$ cat src/hw/rtl/mpd_pkg.sv
// ----------------------------------------------------------------------------
// Mouse packet decoder package
// Shared types and constants for the mouse packet decoder.
// ----------------------------------------------------------------------------
`default_nettype none

package mpd_pkg;

	// Header bits: overflow flags and button bits.
	localparam int unsigned HDR_OVF_Y  = 7;
	localparam int unsigned HDR_OVF_X  = 6;
	localparam int unsigned BTN_MIDDLE = 2;
	localparam int unsigned BTN_RIGHT  = 1;
	localparam int unsigned BTN_LEFT   = 0;

	localparam int unsigned BTN_COUNT  = 3;

	// Default depth of the packet queue between front and back.
	localparam int unsigned QUEUE_DEPTH_DEFAULT = 4;

	// Position of the next byte within a three-byte packet.
	typedef enum logic [1:0] {
		POS_HEADER = 2'd0,
		POS_X      = 2'd1,
		POS_Y      = 2'd2
	} pos_t;

	// One complete, non-overflow packet.
	typedef struct packed {
		logic [BTN_COUNT-1:0] buttons;
		logic [7:0]           x;
		logic [7:0]           y;
	} pkt_t;

	// Queue handshake as seen from the writer and the reader.
	typedef struct packed {
		logic full;
		logic empty;
	} q_status_t;

endpackage : mpd_pkg

`default_nettype wire

$ cat src/hw/rtl/mpd_front.sv
// ----------------------------------------------------------------------------
// Mouse packet decoder front
// Counts bytes into packets, drops overflow packets, writes good ones to queue.
// ----------------------------------------------------------------------------
`default_nettype none

module mpd_front (
	input  wire logic          clk,
	input  wire logic          arst_n,
	input  wire logic          push,
	input  wire logic [7:0]    data_byte,
	input  wire logic          q_full,
	output logic               full,
	output logic               wr_en,
	output mpd_pkg::pkt_t      wr_pkt
);

	mpd_pkg::pos_t pos_q;
	logic [7:0]    header_q;
	logic [7:0]    x_q;
	logic          accept;
	logic          last_byte;
	logic          overflow;

	assign full      = q_full;
	assign accept    = push & ~q_full;
	assign last_byte = (pos_q != mpd_pkg::POS_HEADER) && (pos_q != mpd_pkg::POS_X);
	assign overflow  = header_q[mpd_pkg::HDR_OVF_Y] | header_q[mpd_pkg::HDR_OVF_X];

	always_ff @(posedge clk or negedge arst_n) begin
		if (!arst_n) begin
			pos_q <= mpd_pkg::POS_HEADER;
		end else if (accept) begin
			case (pos_q)
				mpd_pkg::POS_HEADER: begin
					pos_q <= mpd_pkg::POS_X;
				end
				mpd_pkg::POS_X: begin
					pos_q <= mpd_pkg::POS_Y;
				end
				default: begin
					pos_q <= mpd_pkg::POS_HEADER;
				end
			endcase
		end
	end

	always_ff @(posedge clk) begin
		if (accept && (pos_q == mpd_pkg::POS_HEADER)) begin
			header_q <= data_byte;
		end
		if (accept && (pos_q == mpd_pkg::POS_X)) begin
			x_q <= data_byte;
		end
	end

	// Drop the packet when either overflow flag is set.
	assign wr_en          = accept & last_byte & ~overflow;
	assign wr_pkt.buttons = header_q[mpd_pkg::BTN_COUNT-1:0];
	assign wr_pkt.x       = x_q;
	assign wr_pkt.y       = data_byte;

endmodule : mpd_front

`default_nettype wire

$ cat src/hw/rtl/mpd_queue.sv
// ----------------------------------------------------------------------------
// Mouse packet decoder queue
// Short packet queue that decouples the front from the back.
// ----------------------------------------------------------------------------
`default_nettype none

module mpd_queue #(
	parameter int unsigned DEPTH = mpd_pkg::QUEUE_DEPTH_DEFAULT
) (
	input  wire logic          clk,
	input  wire logic          arst_n,
	input  wire logic          wr_en,
	input  wire mpd_pkg::pkt_t wr_pkt,
	input  wire logic          rd_en,
	output mpd_pkg::pkt_t      rd_pkt,
	output mpd_pkg::q_status_t status
);

	localparam int unsigned PtrW = (DEPTH > 1) ? $clog2(DEPTH) : 1;
	localparam int unsigned CntW = $clog2(DEPTH + 1);
	localparam logic [PtrW-1:0] LastPtr = PtrW'(DEPTH - 1);
	localparam logic [CntW-1:0] FullCnt = CntW'(DEPTH);

	mpd_pkg::pkt_t    slots_q [DEPTH];
	logic [PtrW-1:0]  wr_ptr_q;
	logic [PtrW-1:0]  rd_ptr_q;
	logic [CntW-1:0]  count_q;
	logic             do_wr;
	logic             do_rd;

	assign status.full  = (count_q == FullCnt);
	assign status.empty = (count_q == '0);
	assign do_wr        = wr_en & ~status.full;
	assign do_rd        = rd_en & ~status.empty;
	assign rd_pkt       = slots_q[rd_ptr_q];

	always_ff @(posedge clk or negedge arst_n) begin
		if (!arst_n) begin
			wr_ptr_q <= '0;
			rd_ptr_q <= '0;
			count_q  <= '0;
		end else begin
			if (do_wr) begin
				wr_ptr_q <= (wr_ptr_q == LastPtr) ? '0 : wr_ptr_q + 1'b1;
			end
			if (do_rd) begin
				rd_ptr_q <= (rd_ptr_q == LastPtr) ? '0 : rd_ptr_q + 1'b1;
			end
			if (do_wr && !do_rd) begin
				count_q <= count_q + 1'b1;
			end else if (do_rd && !do_wr) begin
				count_q <= count_q - 1'b1;
			end
		end
	end

	always_ff @(posedge clk) begin
		if (do_wr) begin
			slots_q[wr_ptr_q] <= wr_pkt;
		end
	end

endmodule : mpd_queue

`default_nettype wire

$ cat src/hw/rtl/mpd_back.sv
// ----------------------------------------------------------------------------
// Mouse packet decoder back
// Derives button edges against the last packet and holds the result register.
// ----------------------------------------------------------------------------
`default_nettype none

module mpd_back (
	input  wire logic                   clk,
	input  wire logic                   arst_n,
	input  wire mpd_pkg::pkt_t          rd_pkt,
	input  wire logic                   q_empty,
	output logic                        rd_en,
	input  wire logic                   pop,
	output logic                        empty,
	output logic signed [7:0]           delta_x,
	output logic signed [7:0]           delta_y,
	output logic [mpd_pkg::BTN_COUNT-1:0] down,
	output logic [mpd_pkg::BTN_COUNT-1:0] pressed,
	output logic [mpd_pkg::BTN_COUNT-1:0] released
);

	logic                         out_valid_q;
	logic [mpd_pkg::BTN_COUNT-1:0] last_buttons_q;
	logic [7:0]                   x_q;
	logic [7:0]                   y_q;
	logic [mpd_pkg::BTN_COUNT-1:0] down_q;
	logic [mpd_pkg::BTN_COUNT-1:0] pressed_q;
	logic [mpd_pkg::BTN_COUNT-1:0] released_q;

	// Advance when a packet waits and the result register is free or drains.
	assign rd_en = ~q_empty & (~out_valid_q | pop);
	assign empty = ~out_valid_q;

	always_ff @(posedge clk or negedge arst_n) begin
		if (!arst_n) begin
			out_valid_q    <= 1'b0;
			last_buttons_q <= '0;
		end else begin
			if (rd_en) begin
				out_valid_q    <= 1'b1;
				last_buttons_q <= rd_pkt.buttons;
			end else if (pop) begin
				out_valid_q <= 1'b0;
			end
		end
	end

	always_ff @(posedge clk) begin
		if (rd_en) begin
			x_q        <= rd_pkt.x;
			y_q        <= rd_pkt.y;
			down_q     <= rd_pkt.buttons;
			pressed_q  <= rd_pkt.buttons & ~last_buttons_q;
			released_q <= last_buttons_q & ~rd_pkt.buttons;
		end
	end

	assign delta_x  = signed'(x_q);
	assign delta_y  = signed'(y_q);
	assign down     = down_q;
	assign pressed  = pressed_q;
	assign released = released_q;

endmodule : mpd_back

`default_nettype wire

$ cat src/hw/rtl/mouse_packet_decoder.sv
// ----------------------------------------------------------------------------
// Mouse packet decoder
// Groups raw mouse bytes into three-byte packets and reports movement and
// button state with press and release edges.
//
// Input channel: a beat is taken when push is high and full is low; one
// data_byte per beat, one beat per cycle sustained while full stays low.
// Bytes count header, X, Y; on the Y byte a packet with either overflow
// flag set in its header is dropped and leaves the button history alone.
// Result channel: while empty is low the oldest result is on the ports; a
// pop with empty low takes it. Empty goes low once the Y byte's packet
// is through: the front writes the packet queue at that beat's edge and
// the back loads it into the result register when that is free or popped.
// One result per non-overflow packet, so at most one per three input beats.
// Stall: a held result stalls the back; the packet queue keeps taking
// packets until it fills, then full rises and input beats wait.
// Reset: arst_n clears the byte position, the button history (all up),
// the queue and the result valid flag; no clearing pass is needed.
// ----------------------------------------------------------------------------
`default_nettype none

module mouse_packet_decoder #(
	parameter int unsigned QUEUE_DEPTH = mpd_pkg::QUEUE_DEPTH_DEFAULT
) (
	input  wire logic        clk,
	input  wire logic        arst_n,
	input  wire logic        push,
	output logic             full,
	input  wire logic [7:0]  data_byte,
	output logic             empty,
	input  wire logic        pop,
	output logic signed [7:0] delta_x,
	output logic signed [7:0] delta_y,
	output logic             left_down,
	output logic             middle_down,
	output logic             right_down,
	output logic             left_pressed,
	output logic             middle_pressed,
	output logic             right_pressed,
	output logic             left_released,
	output logic             middle_released,
	output logic             right_released
);

	mpd_pkg::pkt_t      wr_pkt;
	mpd_pkg::pkt_t      rd_pkt;
	mpd_pkg::q_status_t q_status;
	logic               wr_en;
	logic               rd_en;
	logic [mpd_pkg::BTN_COUNT-1:0] down;
	logic [mpd_pkg::BTN_COUNT-1:0] pressed;
	logic [mpd_pkg::BTN_COUNT-1:0] released;

	// Front: count bytes, hold header and X, drop overflow packets.
	mpd_front u_front (
		.clk       (clk),
		.arst_n    (arst_n),
		.push      (push),
		.data_byte (data_byte),
		.q_full    (q_status.full),
		.full      (full),
		.wr_en     (wr_en),
		.wr_pkt    (wr_pkt)
	);

	// Queue: decouple packet assembly from result delivery.
	mpd_queue #(
		.DEPTH (QUEUE_DEPTH)
	) u_queue (
		.clk    (clk),
		.arst_n (arst_n),
		.wr_en  (wr_en),
		.wr_pkt (wr_pkt),
		.rd_en  (rd_en),
		.rd_pkt (rd_pkt),
		.status (q_status)
	);

	// Back: edges against the last accepted packet, result register.
	mpd_back u_back (
		.clk      (clk),
		.arst_n   (arst_n),
		.rd_pkt   (rd_pkt),
		.q_empty  (q_status.empty),
		.rd_en    (rd_en),
		.pop      (pop),
		.empty    (empty),
		.delta_x  (delta_x),
		.delta_y  (delta_y),
		.down     (down),
		.pressed  (pressed),
		.released (released)
	);

	assign left_down       = down[mpd_pkg::BTN_LEFT];
	assign middle_down     = down[mpd_pkg::BTN_MIDDLE];
	assign right_down      = down[mpd_pkg::BTN_RIGHT];
	assign left_pressed    = pressed[mpd_pkg::BTN_LEFT];
	assign middle_pressed  = pressed[mpd_pkg::BTN_MIDDLE];
	assign right_pressed   = pressed[mpd_pkg::BTN_RIGHT];
	assign left_released   = released[mpd_pkg::BTN_LEFT];
	assign middle_released = released[mpd_pkg::BTN_MIDDLE];
	assign right_released  = released[mpd_pkg::BTN_RIGHT];

endmodule : mouse_packet_decoder

`default_nettype wire

$ cat config.mk
export PLATFORM = sky130hd
export DESIGN_NAME = mouse_packet_decoder
export DESIGN_NICKNAME = d
export VERILOG_FILES = /design/src/hw/rtl/mpd_pkg.sv /design/src/hw/rtl/mpd_front.sv /design/src/hw/rtl/mpd_queue.sv /design/src/hw/rtl/mpd_back.sv /design/src/hw/rtl/mouse_packet_decoder.sv
export SDC_FILE = /design/constraint.sdc
export NUM_CORES = 1
export LEC_CHECK = 0
export ABC_CLOCK_PERIOD_IN_PS = 2450
export BUFFER_PORTS_ARGS = -buffer_cell sky130_fd_sc_hd__buf_4
export CELL_PAD_IN_SITES_DETAIL_PLACEMENT = 0
export CELL_PAD_IN_SITES_GLOBAL_PLACEMENT = 1
export CORE_MARGIN = 1.5
export CORE_UTILIZATION = 25
export CTS_CLUSTER_DIAMETER = 40
export DETAILED_ROUTE_END_ITERATION = 8
export GPL_TIMING_DRIVEN = 0
export PLACE_DENSITY_LB_ADDON = 0.1
export SYNTH_ARGS = -nofsm -noshare
export SYNTH_HDL_FRONTEND = slang
export SYNTH_SLANG_ARGS = --single-unit
$ cat constraint.sdc
create_clock -name clk -period 2.45 [get_ports clk]
set_input_delay 0.245 -clock clk [delete_from_list [all_inputs] [get_ports clk]]
set_output_delay 0.245 -clock clk [all_outputs]
set_load 0.03 [all_outputs]
==> results by group <==
Run status
  • Status: complete, but fails checks
  • Failing checks: design-rule violations

Route
  • DRT Pass-1 Iters: 6
  • Initial DRC count: 121
  • Via density per instance: 4.09
  • # DRC: 3
  • Total Routed Length: 8990 µm
  • Number of nets with antenna violations after routing: 0
  • Vias: 2055
  • Drt wl/cell: 17.9 µm

Timing
  • Fmax: 443 MHz
  • Final period util: 0.921
  • Rel. slew slack: 0.218
  • TNS Setup: 0 ns
  • Final Hold Vio Count: 0
  • Final setup viols: 0
  • Hold slack final: 0.0527 ns
  • RSZ-0062 raised after global routing: false
  • Clock Skew: 0.00637 ns
  • Max Slew Vio Count: 0
  • Worst-margin pin slew: 1.17 ns
  • Tmin final: 2.26 ns

Synth
  • Mapped cell area: 4660 µm²
  • Post-synth top cells: 114 x edfxtp_1, 13 x dfrtp_1, 10 x mux4_2, 9 x mux4_1
  • Sequential-to-total area share from yosys stat: 0.805
  • Cell variety after synth: 27
  • Top area cells in the synthesized netlist: edfxtp_1 73%, dfrtp_1 7.0%, mux4_1 5.1%, mux4_2 4.8%, ha_1 1.6%
  • Synth area leader: edfxtp_1
  • Post-Syn Instances: 199
  • Synth Register Bits: 127
  • Syn_area_per_cell: 23.4 µm²
  • Top-area cell type share of the netlist area: 0.735
  • Syn Nets: 218
  • Post-synth EDFFs: 114
  • Post-synth ARST share: 0.102
  • Primary FF master, synth: edfxtp_1
  • Ys Warns: 0
  • Count leader, synth: edfxtp_1

Global route
  • Leftover overflow at the end of global routing: 0
  • Initial antenna violation count: 0
  • First-pass GRT wire length: 13800 µm
  • Total GRT Usage: 0.103
  • M3 GR Usage: 0.0296
  • Top Usage Layer GRT: met2
  • Met2 Track Usage GR: 0.159
  • Pin count of the biggest net entering global routing: 20
  • Vias in the first global route: 2244
  • Met1 usage: 0.127

Critical path
  • Critical-path top delay cell: dfrtp_1
  • WP buf/inv: 2
  • CP Data Required Time: 2.75 ns
  • Reg2reg path depth: 7
  • CP max stage delay: 0.46 ns
  • WP data arrival: 2.55 ns
  • Origin of the critical flop-to-flop path: u_queue.count_q[0]
  • Critical path's top delay family: adder cells
  • Critical path class: reg2reg
  • Crit path from: u_queue.count_q[0]
  • Crit-path max FO: 7
  • Crit path depth: 7
  • Critical-path cell list: nor3b_4 > and4b_1 > buf_2 > ha_1 > inv_1 > fa_1 > mux2_2
  • Critical Path Sink Type: flop
  • CP Launch Type: flop

Placement
  • DP HPWL: 4870 µm
  • I/O Buffers: 38
  • Final RePlAce weighted congestion: 0.646

Die
  • Die X: 140 µm
  • Core Footprint: 18100 µm²
  • IO Count: 39
  • Die Area: 19500 µm²
  • Initial core utilization: 0.257
  • Row count: 49
  • Die height: 140 µm

Final layout
  • Fraction of layout cells with a size suffix above 1: 0.377
  • Fillers: 1760
  • Antenna cells: 0
  • Synth-to-layout area growth: 26.9%
  • Nets: 279

Hold path
  • Hold Path Depth: 1
  • Hold path start: data_byte[5]
  • Min-delay worst type: in2reg

Clock network
  • Clock Path Buffers: 2
  • CTS sink count: 127
  • Root Buffer: clkbuf_16
  • TritonCTS buffer count: 17
  • Worst-skew pair later-pin latency: 0.41 ns
  • Clk slew on worst S/H paths: 0.06 ns
  • TritonCTS clock tree: done
  • H-tree depth: 4

Job
  • Maximum capacitance violations: 0

Power
  • Max VDD drop: 0.520 mV
  • Leak pwr: 2.09 nW
  • PD cells: 1260 nW/µm²
## worst paths after layout
kind	endpoint	slack [ns]
max	u_queue.count_q[1]	0.19
min	u_queue.slots_q[3][5]	0.05
max reg2reg	u_queue.count_q[1]	0.19
min reg2reg	u_queue.slots_q[1][15]	0.50
max in group asynchronous	u_queue.rd_ptr_q[0]	2.03
min in group asynchronous	u_queue.count_q[0]	0.23
## worst register-to-register path, stage by stage, from the launching register on
cell and delay [ns]:
dfrtp_1 0.46, nor3b_4 0.34, and4b_1 0.23, buf_2 0.16
ha_1 0.22, inv_1 0.07, fa_1 0.39, mux2_2 0.27
## flip-flops by register name (all words and copies together) (netlist names)
register,cells
u_queue.rd_ptr_q,2
u_back.delta_x,8
u_back.last_buttons_q,3
u_front.header_q,5
u_back.released,3
u_back.out_valid_q,1
u_front.pos_q,2
u_queue.count_q,3
u_queue.slots_q,76
u_back.down,3
u_back.delta_y,8
u_queue.wr_ptr_q,2
u_back.pressed,3
u_front.x_q,8
## area by class of cell
type | instances | area (µm²) | area share
Buffer | 5 | 33.8 | 0.00572
Sequential cell | 127 | 3750 | 0.634
Tap cell | 229 | 287 | 0.0485
Timing Repair Buffer | 41 | 313 | 0.0529
Clock buffer | 17 | 425 | 0.0720
Inverter | 6 | 22.5 | 0.00381
Clock inverter | 15 | 194 | 0.0328
Multi-Input combinational cell | 62 | 886 | 0.150
## metrics by stage
step	area [µm²]	power, mW	setup slack, ns	instances	util
after CTS	5910	7.59	0.0217	502	0.325
after floorplan	4670	4.27	0.139	199	-
final	5910	7.45	0.193	502	0.326
after global placement	5240	4.88	-0.322	466	0.289
after global routing	5910	7.82	0.0913	502	0.326
after detailed placement	5240	4.89	-0.345	466	0.289
## cells by family (layout without fill, tap and decap cells)
group	count (synthesis)	in the layout	share of synthesized area
flip-flops	127	127	0.805
multiplexers	27	27	0.121
AND/OR/NAND/NOR	20	20	0.0301
buffers and inverters	11	84	0.0121
adder cells (fa/ha/maj)	7	7	0.0204
AO/OA/AOI/OAI	4	5	0.00618
XOR/XNOR	3	3	0.00564
## what timing repair did
item | in CTS | in global routing
endpoints found under the hold margin | 14 | 0
pin swaps | 0 | 0
setup endpoints to repair | 40 | 34
setup buffers | 1 | 0
cloned | 1 | 0
hold buffers | 2 | 0
gates resized for setup | 3 | 2
## placed cells by master, fill, tap and decap left out, types with 2 or more instances in the layout
master           n
a21o_1           2
mux2_2           5
buf_4           40
and2_2           4
clkbuf_16       17
bufinv_16        4
nor2_1           4
inv_1            6
buf_2            3
edfxtp_1       114
dlygate4sd3_1    2
xor2_1           2
mux2_4           3
clkinv_2         3
mux4_2          10
clkinvlp_4       5
ha_1             6
nor2b_1          5
dfrtp_1         13
mux4_1           9
## power by group
part / switching (mW) / internal, mW / leakage [nW]
clock: 0.923 / 1.69 / 0.289
sequential: 0.209 / 2.87 / 1.20
combinational: 0.992 / 0.765 / 0.599
## metal layers
layer,vias up,share of wire,routed length [µm]
li1,938,-,-
met5,-,0,0
met4,0,0.020,177
met2,41,0.48,4360
met1,1064,0.46,4090
met3,12,0.040,358
No activity file was read; power rests on OpenSTA's default activity.
